--- src/rtl/smm_pkg.sv ---
`timescale 1ns / 1ps

package smm_pkg;

    // Default geometry and number format
    localparam int MAX_DIM_DEF   = 4;
    localparam int FRAC_BITS_DEF = 16;

    // Fixed field widths
    localparam int CMD_W      = 2;
    localparam int POS_W      = 2;
    localparam int VAL_W      = 32;
    localparam int DIM_W      = 3;
    localparam int THR_W      = 16;
    localparam int CFG_ADDR_W = 1;
    localparam int CFG_DATA_W = 16;

    localparam logic [DIM_W-1:0] DIM_RESET = 3'd4;
    localparam logic [THR_W-1:0] THR_RESET = 16'd0;

    // Configuration register indexes
    localparam logic [CFG_ADDR_W-1:0] CFG_DIMENSION = 1'd0;
    localparam logic [CFG_ADDR_W-1:0] CFG_FLUSH     = 1'd1;

    // Command codes; the fourth code does nothing
    typedef enum logic [CMD_W-1:0] {
        CMD_WR_A    = 2'd0,
        CMD_WR_B    = 2'd1,
        CMD_COMPUTE = 2'd2
    } t_cmd;

    // Tag that travels with each operand pair down the MAC pipeline
    typedef struct packed {
        logic vld;
        logic first;
        logic last;
    } t_tag;

endpackage

--- src/rtl/square_matrix_multiply.sv ---
`timescale 1ns / 1ps

// Square matrix product engine. Each input word either loads one element of
// matrix A (cmd 0) or matrix B (cmd 1) at row/col, or (cmd 2) computes
// C = A x B over the active dimension and emits it row by row, one output word
// per element, with o_last set on the final element. Values are signed Q16.16;
// each element product is formed at 64 bits and shifted right arithmetically,
// the shifted products are summed exactly, the sum saturates to 32 bits and is
// flushed to zero when its magnitude is at or below the flush threshold.
// A compute walks every multiply-accumulate through a single shared 32x32
// multiplier and accumulator: per element it issues one operand pair (one word
// from each matrix store) per cycle, then waits until the sum has passed the
// pipeline and been handed to the output register, which the sink's stall can
// hold up. The input is stalled for the whole compute; the block returns to
// accepting words once the final element sits in the output register.
// Elements must be written before a compute reads them.
module square_matrix_multiply #(
    parameter int MAX_DIM   = smm_pkg::MAX_DIM_DEF,
    parameter int FRAC_BITS = smm_pkg::FRAC_BITS_DEF
) (
    input  logic                                  i_clk,
    input  logic                                  i_rst_n,
    // configuration
    input  logic                                  i_cfg_we,
    input  logic [smm_pkg::CFG_ADDR_W-1:0]        i_cfg_addr,
    input  logic [smm_pkg::CFG_DATA_W-1:0]        i_cfg_data,
    // input words
    input  logic                                  i_valid,
    output logic                                  o_stall,
    input  logic [smm_pkg::CMD_W-1:0]             i_cmd,
    input  logic [smm_pkg::POS_W-1:0]             i_row,
    input  logic [smm_pkg::POS_W-1:0]             i_col,
    input  logic signed [smm_pkg::VAL_W-1:0]      i_value,
    // output words
    output logic                                  o_valid,
    input  logic                                  i_stall,
    output logic [smm_pkg::POS_W-1:0]             o_out_row,
    output logic [smm_pkg::POS_W-1:0]             o_out_col,
    output logic signed [smm_pkg::VAL_W-1:0]      o_out_value,
    output logic                                  o_last
);

    localparam int CELLS  = MAX_DIM * MAX_DIM;
    localparam int ADDR_W = (CELLS > 1) ? $clog2(CELLS) : 1;
    localparam int IDX_W  = (MAX_DIM > 1) ? $clog2(MAX_DIM) : 1;
    localparam logic [ADDR_W-1:0] STRIDE = ADDR_W'(MAX_DIM);
    localparam int MAG_W  = smm_pkg::VAL_W + 1;

    typedef enum logic [1:0] {
        S_IDLE,
        S_ISSUE,
        S_WAIT
    } t_state;

    t_state                          r_state;
    logic [smm_pkg::DIM_W-1:0]       r_dimension;
    logic [smm_pkg::THR_W-1:0]       r_flush;
    logic [IDX_W-1:0]                r_lim;
    logic [IDX_W-1:0]                r_i;
    logic [IDX_W-1:0]                r_j;
    logic [IDX_W-1:0]                r_k;
    logic                            r_have;
    smm_pkg::t_tag                   r_tag1;

    logic                            r_o_valid;
    logic [smm_pkg::POS_W-1:0]       r_o_row;
    logic [smm_pkg::POS_W-1:0]       r_o_col;
    logic signed [smm_pkg::VAL_W-1:0] r_o_value;
    logic                            r_o_last;

    logic                            in_acc;
    logic                            wr_ok;
    logic                            wr_a;
    logic                            wr_b;
    logic [ADDR_W-1:0]               wr_addr;
    logic [ADDR_W-1:0]               rd_addr_a;
    logic [ADDR_W-1:0]               rd_addr_b;
    logic                            issue;
    smm_pkg::t_tag                   n_tag;
    logic [IDX_W-1:0]                n_lim;
    logic signed [smm_pkg::VAL_W-1:0] rd_a;
    logic signed [smm_pkg::VAL_W-1:0] rd_b;
    logic                            mac_done;
    logic signed [smm_pkg::VAL_W-1:0] mac_sum;
    logic [MAG_W-1:0]                mag;
    logic signed [smm_pkg::VAL_W-1:0] n_value;
    logic                            out_free;
    logic                            load;
    logic                            last_elem;

    // Handshake: take words only in idle
    assign o_stall = (r_state != S_IDLE);
    assign in_acc  = i_valid && !o_stall;

    // Writes outside the store are dropped
    assign wr_ok   = (int'(i_row) < MAX_DIM) && (int'(i_col) < MAX_DIM);
    assign wr_a    = in_acc && wr_ok && (i_cmd == smm_pkg::CMD_WR_A);
    assign wr_b    = in_acc && wr_ok && (i_cmd == smm_pkg::CMD_WR_B);
    assign wr_addr = ADDR_W'(i_row) * STRIDE + ADDR_W'(i_col);

    // Operand addresses: A[i][k] and B[k][j]
    assign rd_addr_a = ADDR_W'(r_i) * STRIDE + ADDR_W'(r_k);
    assign rd_addr_b = ADDR_W'(r_k) * STRIDE + ADDR_W'(r_j);
    assign issue     = (r_state == S_ISSUE);

    always_comb begin
        n_tag.vld   = issue;
        n_tag.first = (r_k == '0);
        n_tag.last  = (r_k == r_lim);
    end

    // Active dimension less one; zero acts as one, large values clamp
    always_comb begin
        if (r_dimension == '0) begin
            n_lim = '0;
        end else if (int'(r_dimension) > MAX_DIM) begin
            n_lim = IDX_W'(MAX_DIM - 1);
        end else begin
            n_lim = IDX_W'(r_dimension - 3'd1);
        end
    end

    // Flush: magnitude at or below threshold becomes zero
    always_comb begin
        if (mac_sum[smm_pkg::VAL_W-1]) begin
            mag = MAG_W'(0) - {1'b1, mac_sum};
        end else begin
            mag = {1'b0, mac_sum};
        end
        if (mag <= MAG_W'(r_flush)) begin
            n_value = '0;
        end else begin
            n_value = mac_sum;
        end
    end

    assign out_free  = !r_o_valid || !i_stall;
    assign load      = (r_state == S_WAIT) && r_have && out_free;
    assign last_elem = (r_i == r_lim) && (r_j == r_lim);

    // Configuration registers
    always_ff @(posedge i_clk) begin
        if (!i_rst_n) begin
            r_dimension <= smm_pkg::DIM_RESET;
            r_flush     <= smm_pkg::THR_RESET;
        end else if (i_cfg_we) begin
            unique case (i_cfg_addr)
                smm_pkg::CFG_DIMENSION: r_dimension <= i_cfg_data[smm_pkg::DIM_W-1:0];
                smm_pkg::CFG_FLUSH:     r_flush     <= i_cfg_data[smm_pkg::THR_W-1:0];
                default: ;
            endcase
        end
    end

    // Sequencer and output register
    always_ff @(posedge i_clk) begin
        if (!i_rst_n) begin
            r_state   <= S_IDLE;
            r_have    <= 1'b0;
            r_tag1    <= '0;
            r_o_valid <= 1'b0;
        end else begin
            // tag lines up with the registered store read
            r_tag1 <= n_tag;

            if (load) begin
                r_o_valid <= 1'b1;
            end else if (!i_stall) begin
                r_o_valid <= 1'b0;
            end

            unique case (r_state)
                S_IDLE: begin
                    if (in_acc && (i_cmd == smm_pkg::CMD_COMPUTE)) begin
                        r_lim   <= n_lim;
                        r_i     <= '0;
                        r_j     <= '0;
                        r_k     <= '0;
                        r_state <= S_ISSUE;
                    end
                end
                S_ISSUE: begin
                    if (r_k == r_lim) begin
                        r_k     <= '0;
                        r_state <= S_WAIT;
                    end else begin
                        r_k <= r_k + 1'b1;
                    end
                end
                S_WAIT: begin
                    if (mac_done) begin
                        r_have <= 1'b1;
                    end
                    if (load) begin
                        r_have <= 1'b0;
                        if (last_elem) begin
                            r_state <= S_IDLE;
                        end else begin
                            r_state <= S_ISSUE;
                            if (r_j == r_lim) begin
                                r_j <= '0;
                                r_i <= r_i + 1'b1;
                            end else begin
                                r_j <= r_j + 1'b1;
                            end
                        end
                    end
                end
                default: r_state <= S_IDLE;
            endcase
        end
    end

    // Output payload: no reset needed
    always_ff @(posedge i_clk) begin
        if (load) begin
            r_o_row   <= smm_pkg::POS_W'(r_i);
            r_o_col   <= smm_pkg::POS_W'(r_j);
            r_o_value <= n_value;
            r_o_last  <= last_elem;
        end
    end

    assign o_valid     = r_o_valid;
    assign o_out_row   = r_o_row;
    assign o_out_col   = r_o_col;
    assign o_out_value = r_o_value;
    assign o_last      = r_o_last;

    smm_store #(
        .MAX_DIM (MAX_DIM),
        .ADDR_W  (ADDR_W)
    ) u_store (
        .i_clk       (i_clk),
        .i_wr_a      (wr_a),
        .i_wr_b      (wr_b),
        .i_wr_addr   (wr_addr),
        .i_wr_data   (i_value),
        .i_rd_en     (issue),
        .i_rd_addr_a (rd_addr_a),
        .i_rd_addr_b (rd_addr_b),
        .o_rd_a      (rd_a),
        .o_rd_b      (rd_b)
    );

    smm_mac #(
        .MAX_DIM   (MAX_DIM),
        .FRAC_BITS (FRAC_BITS)
    ) u_mac (
        .i_clk   (i_clk),
        .i_rst_n (i_rst_n),
        .i_tag   (r_tag1),
        .i_a     (rd_a),
        .i_b     (rd_b),
        .o_done  (mac_done),
        .o_sum   (mac_sum)
    );

    // Operands only follow an issue cycle
    a_tag_after_issue: assert property (@(posedge i_clk) disable iff (!i_rst_n)
        r_tag1.vld |-> $past(r_state == S_ISSUE))
        else $error("operand tag without issue");

    // A finished element arrives only while waiting and nothing is held
    a_done_in_wait: assert property (@(posedge i_clk) disable iff (!i_rst_n)
        mac_done |-> (r_state == S_WAIT) && !r_have)
        else $error("element finished outside wait or overwrote held sum");

    // Held sum lives only in the wait state
    a_have_in_wait: assert property (@(posedge i_clk) disable iff (!i_rst_n)
        r_have |-> (r_state == S_WAIT))
        else $error("held sum outside wait");

    // Handing over the final element ends the compute
    a_last_ends: assert property (@(posedge i_clk) disable iff (!i_rst_n)
        (load && last_elem) |=> (r_state == S_IDLE) && o_valid && o_last)
        else $error("final element did not end the compute");

endmodule

--- src/rtl/smm_store.sv ---
`timescale 1ns / 1ps

module smm_store #(
    parameter int MAX_DIM = smm_pkg::MAX_DIM_DEF,
    parameter int ADDR_W  = 4
) (
    input  logic                            i_clk,
    input  logic                            i_wr_a,
    input  logic                            i_wr_b,
    input  logic [ADDR_W-1:0]               i_wr_addr,
    input  logic signed [smm_pkg::VAL_W-1:0] i_wr_data,
    input  logic                            i_rd_en,
    input  logic [ADDR_W-1:0]               i_rd_addr_a,
    input  logic [ADDR_W-1:0]               i_rd_addr_b,
    output logic signed [smm_pkg::VAL_W-1:0] o_rd_a,
    output logic signed [smm_pkg::VAL_W-1:0] o_rd_b
);

    localparam int CELLS = MAX_DIM * MAX_DIM;

    logic signed [smm_pkg::VAL_W-1:0] r_mem_a [CELLS];
    logic signed [smm_pkg::VAL_W-1:0] r_mem_b [CELLS];
    logic signed [smm_pkg::VAL_W-1:0] r_rd_a;
    logic signed [smm_pkg::VAL_W-1:0] r_rd_b;

    always_ff @(posedge i_clk) begin
        if (i_wr_a) begin
            r_mem_a[i_wr_addr] <= i_wr_data;
        end
        if (i_wr_b) begin
            r_mem_b[i_wr_addr] <= i_wr_data;
        end
    end

    // Registered read, one word from each matrix per cycle while the read is enabled
    always_ff @(posedge i_clk) begin
        if (i_rd_en) begin
            r_rd_a <= r_mem_a[i_rd_addr_a];
            r_rd_b <= r_mem_b[i_rd_addr_b];
        end
    end

    assign o_rd_a = r_rd_a;
    assign o_rd_b = r_rd_b;

endmodule

--- src/rtl/smm_mac.sv ---
`timescale 1ns / 1ps

module smm_mac #(
    parameter int MAX_DIM   = smm_pkg::MAX_DIM_DEF,
    parameter int FRAC_BITS = smm_pkg::FRAC_BITS_DEF
) (
    input  logic                             i_clk,
    input  logic                             i_rst_n,
    input  smm_pkg::t_tag                    i_tag,
    input  logic signed [smm_pkg::VAL_W-1:0] i_a,
    input  logic signed [smm_pkg::VAL_W-1:0] i_b,
    output logic                             o_done,
    output logic signed [smm_pkg::VAL_W-1:0] o_sum
);

    localparam int PROD_W = 2 * smm_pkg::VAL_W;
    localparam int ACC_W  = PROD_W - FRAC_BITS + $clog2(MAX_DIM) + 1;
    localparam logic signed [ACC_W-1:0] SAT_HI = ACC_W'(64'sd2147483647);
    localparam logic signed [ACC_W-1:0] SAT_LO = ACC_W'(-(64'sd2147483648));

    logic signed [PROD_W-1:0]         r_prod;
    smm_pkg::t_tag                    r_tag;
    logic signed [ACC_W-1:0]          r_acc;
    logic                             r_acc_done;
    logic signed [smm_pkg::VAL_W-1:0] r_sum;
    logic                             r_done;

    logic signed [PROD_W-1:0] shifted;
    logic signed [ACC_W-1:0]  term;

    // Shift right arithmetically: rounds toward minus infinity
    assign shifted = r_prod >>> FRAC_BITS;
    assign term    = ACC_W'(shifted);

    always_ff @(posedge i_clk) begin
        if (!i_rst_n) begin
            r_tag      <= '0;
            r_acc_done <= 1'b0;
            r_done     <= 1'b0;
        end else begin
            r_tag      <= i_tag;
            r_acc_done <= r_tag.vld && r_tag.last;
            r_done     <= r_acc_done;
        end
    end

    always_ff @(posedge i_clk) begin
        if (i_tag.vld) begin
            r_prod <= i_a * i_b;
        end
        if (r_tag.vld) begin
            r_acc <= r_tag.first ? term : r_acc + term;
        end
        // Saturate once per element; hold until the next element completes
        if (r_acc_done) begin
            if (r_acc > SAT_HI) begin
                r_sum <= SAT_HI[smm_pkg::VAL_W-1:0];
            end else if (r_acc < SAT_LO) begin
                r_sum <= SAT_LO[smm_pkg::VAL_W-1:0];
            end else begin
                r_sum <= r_acc[smm_pkg::VAL_W-1:0];
            end
        end
    end

    assign o_done = r_done;
    assign o_sum  = r_sum;

endmodule
--- config.mk ---
export PLATFORM = sky130hd
export DESIGN_NAME = square_matrix_multiply
export DESIGN_NICKNAME = d
export VERILOG_FILES = /design/src/rtl/smm_pkg.sv /design/src/rtl/square_matrix_multiply.sv /design/src/rtl/smm_store.sv /design/src/rtl/smm_mac.sv
export SDC_FILE = /design/constraint.sdc
export NUM_CORES = 2
export LEC_CHECK = 0
export BUFFER_PORTS_ARGS = -buffer_cell sky130_fd_sc_hd__buf_2
export CORE_MARGIN = 3
export CORE_UTILIZATION = 40
export DETAILED_ROUTE_END_ITERATION = 7
export SLEW_MARGIN = 0
export SYNTH_ARGS = -nofsm -noshare
export SYNTH_HDL_FRONTEND = slang
export SYNTH_SLANG_ARGS = --single-unit
--- constraint.sdc ---
create_clock -name i_clk -period 14.4 [get_ports i_clk]
set_input_delay 0.72 -clock i_clk [delete_from_list [all_inputs] [get_ports i_clk]]
set_output_delay 0.72 -clock i_clk [all_outputs]
set_load 0.05 [all_outputs]
==> reports/qor.yml <==
power_and_ir_drop:
  worst_ir_drop_vdd_mv: 0.392
  p_seq_share_pct: 24.3
  p_clk_share_pct: 16.7
  intPower_uw: 11900
  p_leak_uw: 0.0374
  power_density_nw_per_um2: 211
  switching_share_pct: 41.3
  p_switching_uw: 8360
  comb_power_share_pct: 59.0
  finalPower_uw: 20200
worst_setup_path:
  cp.required_ns: 14.88
  arrival_ns: 9.79
  end_kind: "flip-flop"
  worstPathMaxFanout: 32
  start_kind: "flip-flop"
  path_class: "reg -> reg"
global_route:
  grt_max_degree: 135
  grt_pass1_vias: 53659
  antenna_found_initial: 15
  grt_util_all_layers_pct: 19.4
  grt_first_pass_wirelength_um: 331000
  grt_remaining_overflow: 0
timing:
  fin_crit_sh_pct: 64.7
  holdWs_ns: 0.224
  skew_ns: 0.0559
  grt_setup_unrepaired: "false"
  finalSetupViolations: 0
  finalMaxSlewViolations: 0
  period_minus_slack_ns: 9.31
  slew_headroom_pct: 22.9
  max_freq_mhz: 107
  worstMarginPinSlew_ns: 1.15
  fin_setup_tns_ns: 0
  hold_violations: 0
yosys:
  synth_top_area_cell: "edfxtp_1"
  synth_top_family_by_area: "adder cells"
  post-synth-top-area-fraction_pct: 43.4
  synth_edf_count: 1264
  yosys-top-cells-count: "edfxtp_1, fa_1, inv_1"
  synth_mux_area_share_pct: 8.36
  yosys.area_share.simple_pct: 9.09
  synth-seq-cells: 1295
  synthMostInstantiatedCell: "edfxtp_1"
  yosys_warnings: 0
  ys_seq_area_share_pct: 44.1
  postSynthAreaPerCell_um2: 13.6
  netlist_instances: 6438
  synth_area_leaders: "edfxtp_1, fa_1, mux4_2"
  syn_nets: 7829
  synth_flop_cell: "edfxtp_1"
  synth_xor_area_share_pct: 1.14
  synthArstFlopShare_pct: 0
  synth_area_um2: 87500
  synthAdderAreaFrac_pct: 28.3
  synth-compound-area-share_pct: 3.24
  yosysUniqueCellTypes: 80
drt:
  drtIter0Drc: 4121
  dr.pass1.iters: 5
  final_antenna_net_count: 0
  num_vias: 49877
  avgViaCountPerCell: 5.28
  wl_um: 214000
  wire_per_inst_um: 22.7
  drc: 0
final_layout:
  fin_area_um2: 95900
  multi_input_area_um2: 44100
  num-fill-cells: 19455
  final_nets: 7870
  drive_gt1_share_pct: 12.3
  area_growth_syn_to_layout_pct: 9.55
  regArea_um2: 38600
  final_util_pct: 44.1
die:
  initial_core_util_pct: 40.3
  num_rows: 171
  io_pins: 99
  core_um2: 217000
  die_w_um: 474
  dieArea_um2: 224000
  fp.dieH_um: 474
placed_design:
  gp_congestion: 0.875
  dpl.hpwl_um: 143000
  port_buffers: 98
  placed_area_um2: 91500
worst_hold_path:
  hp-class: "in -> reg"
clocking:
  clock_sinks: 1295
  cts_max_path_buffers: 3
  cts_root_buf: "clkbuf_16"
  clkTransAtPathRegs_ns: 0.06
  cts_resized: 0
  cts_hold_buffers: 0
  numCtsBuffers: 135
  post_cts_buffers: 0
  cts_tree: "done"
  htree_levels: 4
  clock_latency_ns: 0.77
job:
  max_cap_violations: 0
outcome:
  status: "completed"
-- cell usage in the layout, fill, tap and decap left out, types with 101 or more instances in the layout --
master / count
nand2_1: 710
o21ai_0: 109
edfxtp_1: 1264
inv_1: 1020
fa_1: 1082
and2_1: 522
nor2_1: 101
a21oi_1: 101
buf_4: 116
mux4_2: 320
ha_1: 249
clkbuf_16: 136
-- final cells by class --
| cell class | instances | share of cell area [%] |
|---|---|---|
| clock buffer | 184 | 3.75 |
| inverter | 1022 | 4.00 |
| sequential | 1295 | 40.2 |
| multi-input combinational | 3808 | 46.0 |
| tap | 2854 | 3.73 |
| antenna | 6 | 0.0157 |
| timing repair buffer | 217 | 1.48 |
| clock inverter | 60 | 0.749 |
-- routing by layer --
metal,up-vias,track usage [%],routed length [µm]
met4,6,4.51,4660
met1,26398,27.5,94800
met5,-,0,46
met2,1610,31.2,100000
li1,21578,-,-
met3,285,3.52,14600
-- power by group through the flow --
stage          clock (µW)  combinational (µW)  sequential [µW]
6_report             3380               12000             4920
5_1_grt              3610               13600             4920
4_1_cts              3460               12000             4920
3_5_place_dp            0               11900             5000
3_3_place_gp            0               11700             5000
2_1_floorplan           0                9230             4970
-- critical path: stages (launching register included) --
cell and delay (ns):
edfxtp_1 1.02, nand2_1 0.28, inv_1 0.16, fa_1 0.39
inv_1 0.24, fa_1 0.47, inv_1 0.20, fa_1 0.48
fa_1 0.90, inv_1 0.38, fa_1 0.57, inv_1 0.05
fa_1 0.49, fa_1 0.49, inv_1 0.05, fa_1 0.49
inv_1 0.04, ha_1 0.31, a21o_1 0.20, a21o_1 0.19
a21o_1 0.18, a21oi_1 0.27, o21ai_0 0.16, o31ai_1 0.07
o21ba_2 0.23, a41o_1 0.28, o41ai_1 0.31, xnor2_1 0.11
-- cells by family (layout without fill, tap and decap cells) --
logic type | count (synthesis) | after routing
mux | 330 | 330
flops | 1295 | 1295
buf+inv | 1335 | 1483
xor+xnor | 114 | 114
compound gates | 440 | 440
fa+ha+maj | 1331 | 1331
other cells | 0 | 6
simple gates | 1593 | 1593
-- worst paths after layout --
check / slack [ns] / from / endpoint / cells past startpoint
max: 5.09 / u_store.o_rd_a[31] / u_mac.r_prod[60] / 27
min: 0.22 / i_cfg_data[15] / r_flush[15] / 3
max reg2reg: 5.09 / u_store.o_rd_a[31] / u_mac.r_prod[60] / 27
min reg2reg: 0.44 / r_tag1[0] / u_mac.r_tag[0] / 1
-- registers in the layout, indices dropped and copies added, names as in the netlist, 2 cells and up --
signal,count
u_store.r_mem_a,512
u_store.r_mem_b,512
u_mac.r_acc,51
u_mac.r_prod,48
o_out_value,32
u_mac.o_sum,32
u_store.o_rd_a,32
u_store.o_rd_b,32
r_flush,16
r_dimension,3
r_tag1,3
u_mac.r_tag,3
o_out_col,2
o_out_row,2
r_i,2
r_j,2
r_k,2
r_lim,2
r_state,2
-- metrics by stage --
stage	setup WS, ns	cells
6_report	5.09	9446
5_1_grt	4.59	9443
4_1_cts	5.07	9440
3_5_place_dp	5.08	9196
3_3_place_gp	5.22	9196
2_1_floorplan	6.29	6438
Power figures use the tool's default switching activity.
